`config.mk`:
```
export PLATFORM = sky130hd
export DESIGN_NAME = window_high_fraction_mask
export DESIGN_NICKNAME = d
export VERILOG_FILES = /design/src/rtl/core/whfm_pkg.sv /design/src/rtl/core/window_high_fraction_mask.sv /design/src/rtl/core/whfm_cell.sv /design/src/rtl/core/whfm_regs.sv
export SDC_FILE = /design/constraint.sdc
export NUM_CORES = 2
export LEC_CHECK = 0
export ABC_AREA = 0
export BUFFER_PORTS_ARGS = -buffer_cell sky130_fd_sc_hd__buf_2
export CORE_MARGIN = 2
export CORE_UTILIZATION = 45
export DETAILED_ROUTE_END_ITERATION = 6
export GPL_ROUTABILITY_DRIVEN = 0
export PLACE_DENSITY_LB_ADDON = 0.08
export RECOVER_POWER = 50
export SKIP_CTS_REPAIR_TIMING = 1
export SYNTH_ARGS = -nofsm -noshare
export SYNTH_HDL_FRONTEND = slang
export SYNTH_HIERARCHICAL = 1
export SYNTH_SLANG_ARGS = --single-unit
```
`constraint.sdc`:
```
create_clock -name clk_i -period 16.8 [get_ports clk_i]
set_clock_uncertainty 0.2 [all_clocks]
set_input_delay 0 -clock clk_i [delete_from_list [all_inputs] [get_ports clk_i]]
set_output_delay 0 -clock clk_i [all_outputs]
set_load 0.1 [all_outputs]
```
`src/rtl/core/whfm_pkg.sv`:
```
// Package for the window high-fraction mask: register map, reset values,
// configuration and cell control types. No dependencies.
package whfm_pkg;

  localparam int unsigned MaxWindowDef = 64;

  localparam int unsigned AddrW = 4;
  localparam int unsigned DataW = 32;

  // Register indexes (byte address / 4)
  typedef enum logic [1:0] {
    REG_WINDOW_LEN     = 2'd0,
    REG_HIGH_THRESHOLD = 2'd1,
    REG_HIGH_FRACTION  = 2'd2
  } reg_idx_e;

  localparam logic [6:0]         WindowLenRst     = 7'd8;
  localparam logic signed [15:0] HighThresholdRst = 16'sd16382;
  localparam logic [8:0]         HighFractionRst  = 9'd128;

  typedef struct packed {
    logic [6:0]         window_len;
    logic signed [15:0] high_threshold;
    logic [8:0]         high_fraction;
  } cfg_t;

  // Broadcast to every cell of the count chain
  typedef struct packed {
    logic en;     // item accepted: advance the chain
    logic clear;  // first gate of a radial: restart all counts
    logic flag;   // high flag of the accepted item
  } cell_ctl_t;

endpackage

```
`src/rtl/core/window_high_fraction_mask.sv`:
```
// Top level of the window high-fraction mask: count chain, mask decision,
// two-entry output stage. Depends on whfm_pkg, whfm_cell, whfm_regs.
//
//  channel  | dir | payload
//  ---------+-----+-------------------------------------------------------
//  s_axis   | in  | tdata[15:0] cc_sample; tuser[0] sample_valid,
//           |     | tuser[1] radial_start
//  m_axis   | out | tdata[0] keep_flag, tdata[7:1] zero
//  apb      | in  | 0x0 window_len, 0x4 high_threshold, 0x8 high_fraction
//
// One item per cycle while tready is high; each result is registered. Cell i
// of the chain holds the high count of the last i+1 gates, so any window
// length is read from one cell with no recount. Reset clears all counts, the
// fill count and the output stage at once. On an output stall up to two
// results are held; tready drops when both are.
module window_high_fraction_mask #(
  parameter int unsigned MAX_WINDOW = whfm_pkg::MaxWindowDef
) (
  input  logic                        clk_i,
  input  logic                        rst_ni,
  input  logic                        s_axis_tvalid,
  output logic                        s_axis_tready,
  input  logic [15:0]                 s_axis_tdata,   // [15:0] cc_sample
  input  logic [1:0]                  s_axis_tuser,   // [0] sample_valid, [1] radial_start
  output logic                        m_axis_tvalid,
  input  logic                        m_axis_tready,
  output logic [7:0]                  m_axis_tdata,   // [0] keep_flag, [7:1] zero
  input  logic                        psel,
  input  logic                        penable,
  input  logic                        pwrite,
  input  logic [whfm_pkg::AddrW-1:0]  paddr,
  input  logic [whfm_pkg::DataW-1:0]  pwdata,
  output logic [whfm_pkg::DataW-1:0]  prdata,
  output logic                        pready
);
  import whfm_pkg::*;

  localparam int unsigned CntW = $clog2(MAX_WINDOW + 1);
  localparam int unsigned IdxW = (MAX_WINDOW > 1) ? $clog2(MAX_WINDOW) : 1;
  localparam int unsigned ProdW = CntW + 9;

  cfg_t cfg;

  whfm_regs u_regs (
    .clk_i   (clk_i),
    .rst_ni  (rst_ni),
    .psel    (psel),
    .penable (penable),
    .pwrite  (pwrite),
    .paddr   (paddr),
    .pwdata  (pwdata),
    .prdata  (prdata),
    .pready  (pready),
    .cfg_o   (cfg)
  );

  logic               acc;
  logic signed [15:0] sample;
  logic               valid, start;
  cell_ctl_t          ctl;

  assign acc    = s_axis_tvalid && s_axis_tready;
  assign sample = s_axis_tdata;
  assign valid  = s_axis_tuser[0];
  assign start  = s_axis_tuser[1];

  assign ctl.en    = acc;
  assign ctl.clear = start;
  assign ctl.flag  = valid && (sample > cfg.high_threshold);

  // Count chain
  logic [CntW-1:0] cnt_q   [MAX_WINDOW];
  logic [CntW-1:0] cnt_nxt [MAX_WINDOW];

  for (genvar i = 0; i < MAX_WINDOW; i++) begin : g_cell
    logic [CntW-1:0] prev;
    if (i == 0) begin : g_head
      assign prev = '0;
    end else begin : g_link
      assign prev = cnt_q[i-1];
    end
    whfm_cell #(.CntW(CntW)) u_cell (
      .clk_i      (clk_i),
      .rst_ni     (rst_ni),
      .ctl_i      (ctl),
      .prev_cnt_i (prev),
      .cnt_o      (cnt_q[i]),
      .cnt_nxt_o  (cnt_nxt[i])
    );
  end

  // Gates seen in this radial, saturating at the deepest window
  logic [CntW-1:0] fill_q, fill_d;

  always_comb begin
    if (start) begin
      fill_d = CntW'(1);
    end else if (32'(fill_q) < MAX_WINDOW) begin
      fill_d = fill_q + CntW'(1);
    end else begin
      fill_d = fill_q;
    end
  end

  always_ff @(posedge clk_i or negedge rst_ni) begin
    if (!rst_ni) begin
      fill_q <= '0;
    end else if (acc) begin
      fill_q <= fill_d;
    end
  end

  // Mask decision
  logic [CntW-1:0]  win_n, win_nm1;
  logic [CntW-1:0]  win_cnt;
  logic [ProdW-1:0] cnt_scaled, frac_scaled;
  logic             keep;

  assign win_n = (32'(cfg.window_len) > MAX_WINDOW) ? CntW'(MAX_WINDOW)
                                                    : CntW'(cfg.window_len);
  assign win_nm1     = win_n - CntW'(1);
  assign win_cnt     = cnt_nxt[win_nm1[IdxW-1:0]];
  assign cnt_scaled  = ProdW'({win_cnt, 8'h00});
  assign frac_scaled = ProdW'(cfg.high_fraction) * ProdW'(win_n);

  assign keep = !((win_n != '0) && valid && (fill_d >= win_n) &&
                  (cnt_scaled > frac_scaled));

  // Output register and skid entry
  logic out_v_q, out_q, skid_v_q, skid_q;
  logic take;

  assign take          = m_axis_tvalid && m_axis_tready;
  assign s_axis_tready = !skid_v_q;
  assign m_axis_tvalid = out_v_q;
  assign m_axis_tdata  = {7'b0, out_q};

  always_ff @(posedge clk_i or negedge rst_ni) begin
    if (!rst_ni) begin
      out_v_q  <= 1'b0;
      skid_v_q <= 1'b0;
    end else if (!out_v_q || take) begin
      // advance: skid entry first, else the fresh result
      out_v_q  <= skid_v_q || acc;
      skid_v_q <= 1'b0;
    end else if (acc) begin
      skid_v_q <= 1'b1;
    end
  end

  always_ff @(posedge clk_i) begin
    if (!out_v_q || take) begin
      out_q <= skid_v_q ? skid_q : keep;
    end
    if (out_v_q && !take && acc) begin
      skid_q <= keep;
    end
  end

  a_skid_behind_out: assert property (@(posedge clk_i) disable iff (!rst_ni)
    skid_v_q |-> out_v_q)
    else $error("skid entry held without an output result");

  a_accept_gives_result: assert property (@(posedge clk_i) disable iff (!rst_ni)
    acc |=> out_v_q)
    else $error("accepted item left no result");

  a_start_restarts_fill: assert property (@(posedge clk_i) disable iff (!rst_ni)
    (acc && start) |=> (fill_q == CntW'(1)))
    else $error("fill count not restarted at radial start");

  a_fill_bounded: assert property (@(posedge clk_i) disable iff (!rst_ni)
    32'(fill_q) <= MAX_WINDOW)
    else $error("fill count beyond deepest window");

  a_head_cell_one_gate: assert property (@(posedge clk_i) disable iff (!rst_ni)
    cnt_q[0] <= CntW'(1))
    else $error("first cell counts more than one gate");

endmodule

```
`src/rtl/core/whfm_cell.sv`:
```
// One cell of the count chain: holds the number of high flags among the
// most recent (index+1) gates. Depends on whfm_pkg.
module whfm_cell #(
  parameter int unsigned CntW = 7
) (
  input  logic                  clk_i,
  input  logic                  rst_ni,
  input  whfm_pkg::cell_ctl_t   ctl_i,
  input  logic [CntW-1:0]       prev_cnt_i,  // neighbour's count, one gate shorter
  output logic [CntW-1:0]       cnt_o,
  output logic [CntW-1:0]       cnt_nxt_o
);
  import whfm_pkg::*;

  logic [CntW-1:0] cnt_q, cnt_d;

  // The window one gate longer ends with the new flag
  always_comb begin
    if (ctl_i.clear) begin
      cnt_d = CntW'(ctl_i.flag);
    end else begin
      cnt_d = prev_cnt_i + CntW'(ctl_i.flag);
    end
  end

  always_ff @(posedge clk_i or negedge rst_ni) begin
    if (!rst_ni) begin
      cnt_q <= '0;
    end else if (ctl_i.en) begin
      cnt_q <= cnt_d;
    end
  end

  assign cnt_o     = cnt_q;
  assign cnt_nxt_o = cnt_d;

endmodule

```
`src/rtl/core/whfm_regs.sv`:
```
// APB register bank: window length, high threshold, high fraction.
// Depends on whfm_pkg.
module whfm_regs (
  input  logic                          clk_i,
  input  logic                          rst_ni,
  input  logic                          psel,
  input  logic                          penable,
  input  logic                          pwrite,
  input  logic [whfm_pkg::AddrW-1:0]    paddr,
  input  logic [whfm_pkg::DataW-1:0]    pwdata,
  output logic [whfm_pkg::DataW-1:0]    prdata,
  output logic                          pready,
  output whfm_pkg::cfg_t                cfg_o
);
  import whfm_pkg::*;

  cfg_t     cfg_q;
  reg_idx_e idx;
  logic     wr_en;

  assign pready = 1'b1;
  assign idx    = reg_idx_e'(paddr[AddrW-1:2]);
  assign wr_en  = psel && penable && pwrite && pready;

  always_ff @(posedge clk_i or negedge rst_ni) begin
    if (!rst_ni) begin
      cfg_q.window_len     <= WindowLenRst;
      cfg_q.high_threshold <= HighThresholdRst;
      cfg_q.high_fraction  <= HighFractionRst;
    end else if (wr_en) begin
      case (idx)
        REG_WINDOW_LEN:     cfg_q.window_len     <= pwdata[6:0];
        REG_HIGH_THRESHOLD: cfg_q.high_threshold <= pwdata[15:0];
        REG_HIGH_FRACTION:  cfg_q.high_fraction  <= pwdata[8:0];
        default: ;
      endcase
    end
  end

  always_comb begin
    case (idx)
      REG_WINDOW_LEN:     prdata = DataW'(cfg_q.window_len);
      REG_HIGH_THRESHOLD: prdata = DataW'(cfg_q.high_threshold);
      REG_HIGH_FRACTION:  prdata = DataW'(cfg_q.high_fraction);
      default:            prdata = '0;
    endcase
  end

  assign cfg_o = cfg_q;

endmodule
```
* After elaboration in Yosys (flattened, before gate mapping)
Cells that the tools add are included.
** Operators by class
- Reduce and logical (&&, ||, !) cells :: 22
- Equal/unequal tests :: 2
- Order comparisons :: 6
- Mux-type cells :: 73
- Add/sub/neg operators :: 65
- Multiply operators :: 1
- Bitwise gates (word level) :: 1
** Operator list (count)
- 2-to-1 mux 7 bit :: 68
- adder 7 x 1 -> 7 bit :: 62
- case mux 32 bit (3 select lines) :: 1
- binary-select mux 7 bit (select 6 bit) :: 1
- > comparator 15 x 16 -> 1 bit :: 1
- > comparator 16 bit :: 1
- multiplier 9 x 7 -> 16 bit :: 1
- logical AND 1 bit :: 10
- adder 7 x 1 -> 7 bit, second input constant :: 1
- greater-or-equal comparator 7 bit :: 1
- greater-or-equal comparator 7 bit, second input constant :: 1
- > comparator 7 bit, second input constant :: 1
- less-than comparator 7 bit, second input constant :: 1
- inverter 6 -> 7 bit :: 1
- nonzero test 7 bit :: 1
- AND reduction 2 bit :: 3
- subtractor 6 x 1 -> 6 bit, second input constant :: 1
- logical NOT 1 bit :: 4
- 2-to-1 mux 1 bit :: 3
- adder 1 x 1 -> 2 bit :: 1
- == test 2 x 1 -> 1 bit, second input constant :: 1
- == test 2 bit, second input constant :: 1
- logical NOT 2 bit :: 1
- logical OR 1 bit :: 2
- nonzero test 2 bit :: 1
** Word-level totals
- Bits of input ports :: 61
- Register bits :: 478
- Logic and storage cells :: 241

* Depth between registers and ports, before layout
- Word-level depth :: 11
- Mapped depth :: 24

* Modules after synthesis
The synthesis kept the hierarchy.
** By module, submodules not included
- whfm_cell :: area each 471.7 um^2, times used 64, cells an instance 49
- window_high_fraction_mask :: area each 7048.0 um^2, times used 1, cells an instance 589
- whfm_regs :: area each 1600.3 um^2, times used 1, cells an instance 123

* Worst setup path after synthesis
OpenSTA, ideal clock, no wires.
- Kind :: flip-flop to flip-flop
- Start :: register u_regs.cfg_q (netlist bit u_regs/cfg_o[10])
- End :: register out_q, data pin
- Library setup time :: 0.160 ns
- Data arrival time :: 12.931 ns
- Period minus slack after synthesis :: 13.292 ns
- Data required time :: 16.440 ns
- Path buffers :: 0
- Cell stages (with the launch flop) :: 23
- Path slack :: 3.508 ns
- Cell sequence :: dfstp_2 -> inv_1 -> ha_1 -> nor2b_1 -> o21a_1 -> o21ai_0 -> a211oi_1 -> nor3_1 -> mux2i_1 -> ha_1 -> ha_1 -> nand3_1 -> o21ai_0 -> a21oi_1 -> mux4_2 -> mux4_1 -> mux2i_1 -> mux2i_1 -> ha_1 -> nand3_1 -> a2111oi_0 -> o2111ai_1 -> a41oi_1
** RTL lines
- start: declaration :: RTL line whfm_regs.sv:17 : cfg_t cfg_q;
- end signal: assignment :: RTL line window_high_fraction_mask.sv:153 : out_q <= skid_v_q ? skid_q : keep;
- end: declaration :: RTL line window_high_fraction_mask.sv:130 : logic out_v_q, out_q, skid_v_q, skid_q;

==> impl_results.md <==
* Filler Cells Inserted at 8114
* Placement Cell Area at 0.0393 mm²
* Worst setup EP type: async pin
* Tcrit/Tclk final at 55.2%
* Die Span Y at 297 µm
* Core Region at 0.0850 mm²
* Critical Path AT at 7.81 ns
* CTS Buffer Depth at 3
* Cell count after synthesis at 3821
* P&R area growth vs syn at 8.43%
* IO buf count at 77
* WP data required at 15.34 ns
* Die W at 297 µm
* Clock sink count at 484
* Initial antenna violation count at 0
* Sw power at 1.57 mW
* WHS at -0.00225 ns
* Io pins at 104
* Clock transition at path regs at 0.06 ns
* Maximum VDD drop at 0.0770 mV
* Leak at 17.7 nW
* CTS buffer count at 59
* Setup slack, reg-to-reg at 8.86 ns
* Largest net degree at the start of global routing at 164
* Design Area, Final at 0.0418 mm²
* Routed vias/inst at 5.57
* Post-Syn Area at 0.0385 mm²
* Hpwl dp at 63300 µm
* Total Routing Usage GR at 20.9%
* First-pass GRT wire length at 150000 µm
* FMAX at 108 MHz
* H-tree levels at 2
* Status: finished, violations left
* Share of post-route cells with drive strength above 1 at 19.1%
* DIE AREA at 0.0880 mm²
* Slew at the pin with the worst max-slew slack at 7.98 ns
* Routed wire per std cell at 18.3 µm
* Min Tclk post-route at 9.27 ns
* Max-slew violation count at 414
* Number of routed nets with antenna violations at 0
* Crit path launch type: input pin
* Vias in the first global route at 27100
* # diodes at 0
* RSZ-0062 raised after global routing: no
* Failing checks: hold timing, capacitance limit, slew limit
* Yosys warning count at 6
* TritonCTS clock tree: yes
* DRC Markers at 0
* Initial core utilization at 45.3%
* Int Power at 2.87 mW
* Final wirelength at 92800 µm
* Clock network power share at 30.6%
* # rows at 107
* Clock latency on the worst-skew pair at 0.64 ns
* Max cap viols at 5
* CTS Root Cell: clkbuf_16
* DRT iter0 DRCs at 1415
* Final Hold Viols at 2
* Slew margin rel. at -432%
* Syn Area/Cell at 10.1 µm²
* Reg power frac at 33.5%
* Total Neg Setup Slack at 0 ns
* Final setup viols at 0
* Hold Path Class: in2reg
* Cell Pwr Density at 106 mW/mm²
* Global route overflow at 0
* Max Fanout on Critical Path at 142
* 1st-pass router iterations at 5
* Sw Ratio at 35.4%
* WS Path Type: in2async
* Fin nets at 4227
* Logic gate share of total power at 35.8%
* DR vias at 28200
## final timing paths
check	start	end	cells past startpoint
max	rst_ni	g_cell[39].u_cell/cnt_o[2]	4
min	pwdata[6]	u_regs/cfg_o[6]	3
max reg2reg	u_regs/cfg_o[10]	out_q	24
min reg2reg	g_cell[15].u_cell/cnt_o[0]	g_cell[15].u_cell/cnt_o[0]	1
max in group clk_i	u_regs/cfg_o[10]	out_q	24
min in group asynchronous	rst_ni	u_regs/cfg_o[16]	3
## power groups by stage
stage	sequential (mW)	combinational [mW]	clock [mW]
floorplan	1.46	1.25	0
global placement	1.51	1.58	0
detailed placement	1.51	1.59	0
CTS	1.49	1.60	1.40
global route	1.52	1.78	1.45
finish	1.49	1.59	1.36
## metrics by stage
stage / cells / power [mW] / hold slack, ns / utilization, % / worst slack [ns]
2_1_floorplan: 3849 / 2.72 / -0.496 / - / 3.51
3_3_place_gp: 4906 / 3.08 / -0.115 / 46.2 / 8.96
3_5_place_dp: 4906 / 3.10 / -0.122 / 46.2 / 8.90
4_1_cts: 5015 / 4.50 / -0.809 / 48.7 / 8.89
5_1_grt: 5065 / 4.74 / -0.00513 / 49.1 / 5.63
6_report: 5065 / 4.44 / -0.00225 / 49.1 / 7.53
## layer usage
metal	vias to the layer above	part of all wire, %	track usage [%]	wire [µm]
met1	13800	49	30.5	45100
met3	93	2.6	1.94	2390
met5	-	0	0	0
li1	14000	-	-	-
met4	0	1.6	4.02	1490
met2	299	47	34.1	43800
## state kept, by name, summed over array words and instances (netlist names)
register	cells
g_cell.u_cell/cnt_o	441
u_regs/cfg_o	32
fill_q	7
m_axis_tvalid	1
out_q	1
skid_q	1
skid_v_q	1
## placed cells by master, fill, tap and decap left out, types with 62 or more instances in the layout
cell type	n
o2111ai_1	64
or3b_1	64
nor2b_1	68
or3_1	191
nor2_1	339
nand3_1	264
a21oi_1	141
xnor2_1	73
and2b_2	64
dfrtp_1	467
ha_1	258
mux2_2	291
o2111a_1	63
mux4_2	133
o22ai_1	126
nand2_1	164
inv_1	242
clkbuf_16	62
o21ai_0	144
xor2_1	137
a311o_1	63
or2b_2	63
## worst max-delay path: stages
cell and delay [ns]:
dlygate4sd3_1 0.52, dlygate4sd3_1 0.54, clkbuf_1 0.93, clkbuf_1 5.57
## layout make-up
cell class	instances	area, µm²	area share, %
flip-flops and latches	484	12100	29.1
inverters	243	912	2.18
well taps	1144	1430	3.43
multi-input cells	2927	24100	57.8
repair buffers	158	1090	2.60
clock inverters	24	264	0.632
clock buffers	85	1800	4.30
No activity file was read; power rests on OpenSTA's default activity.
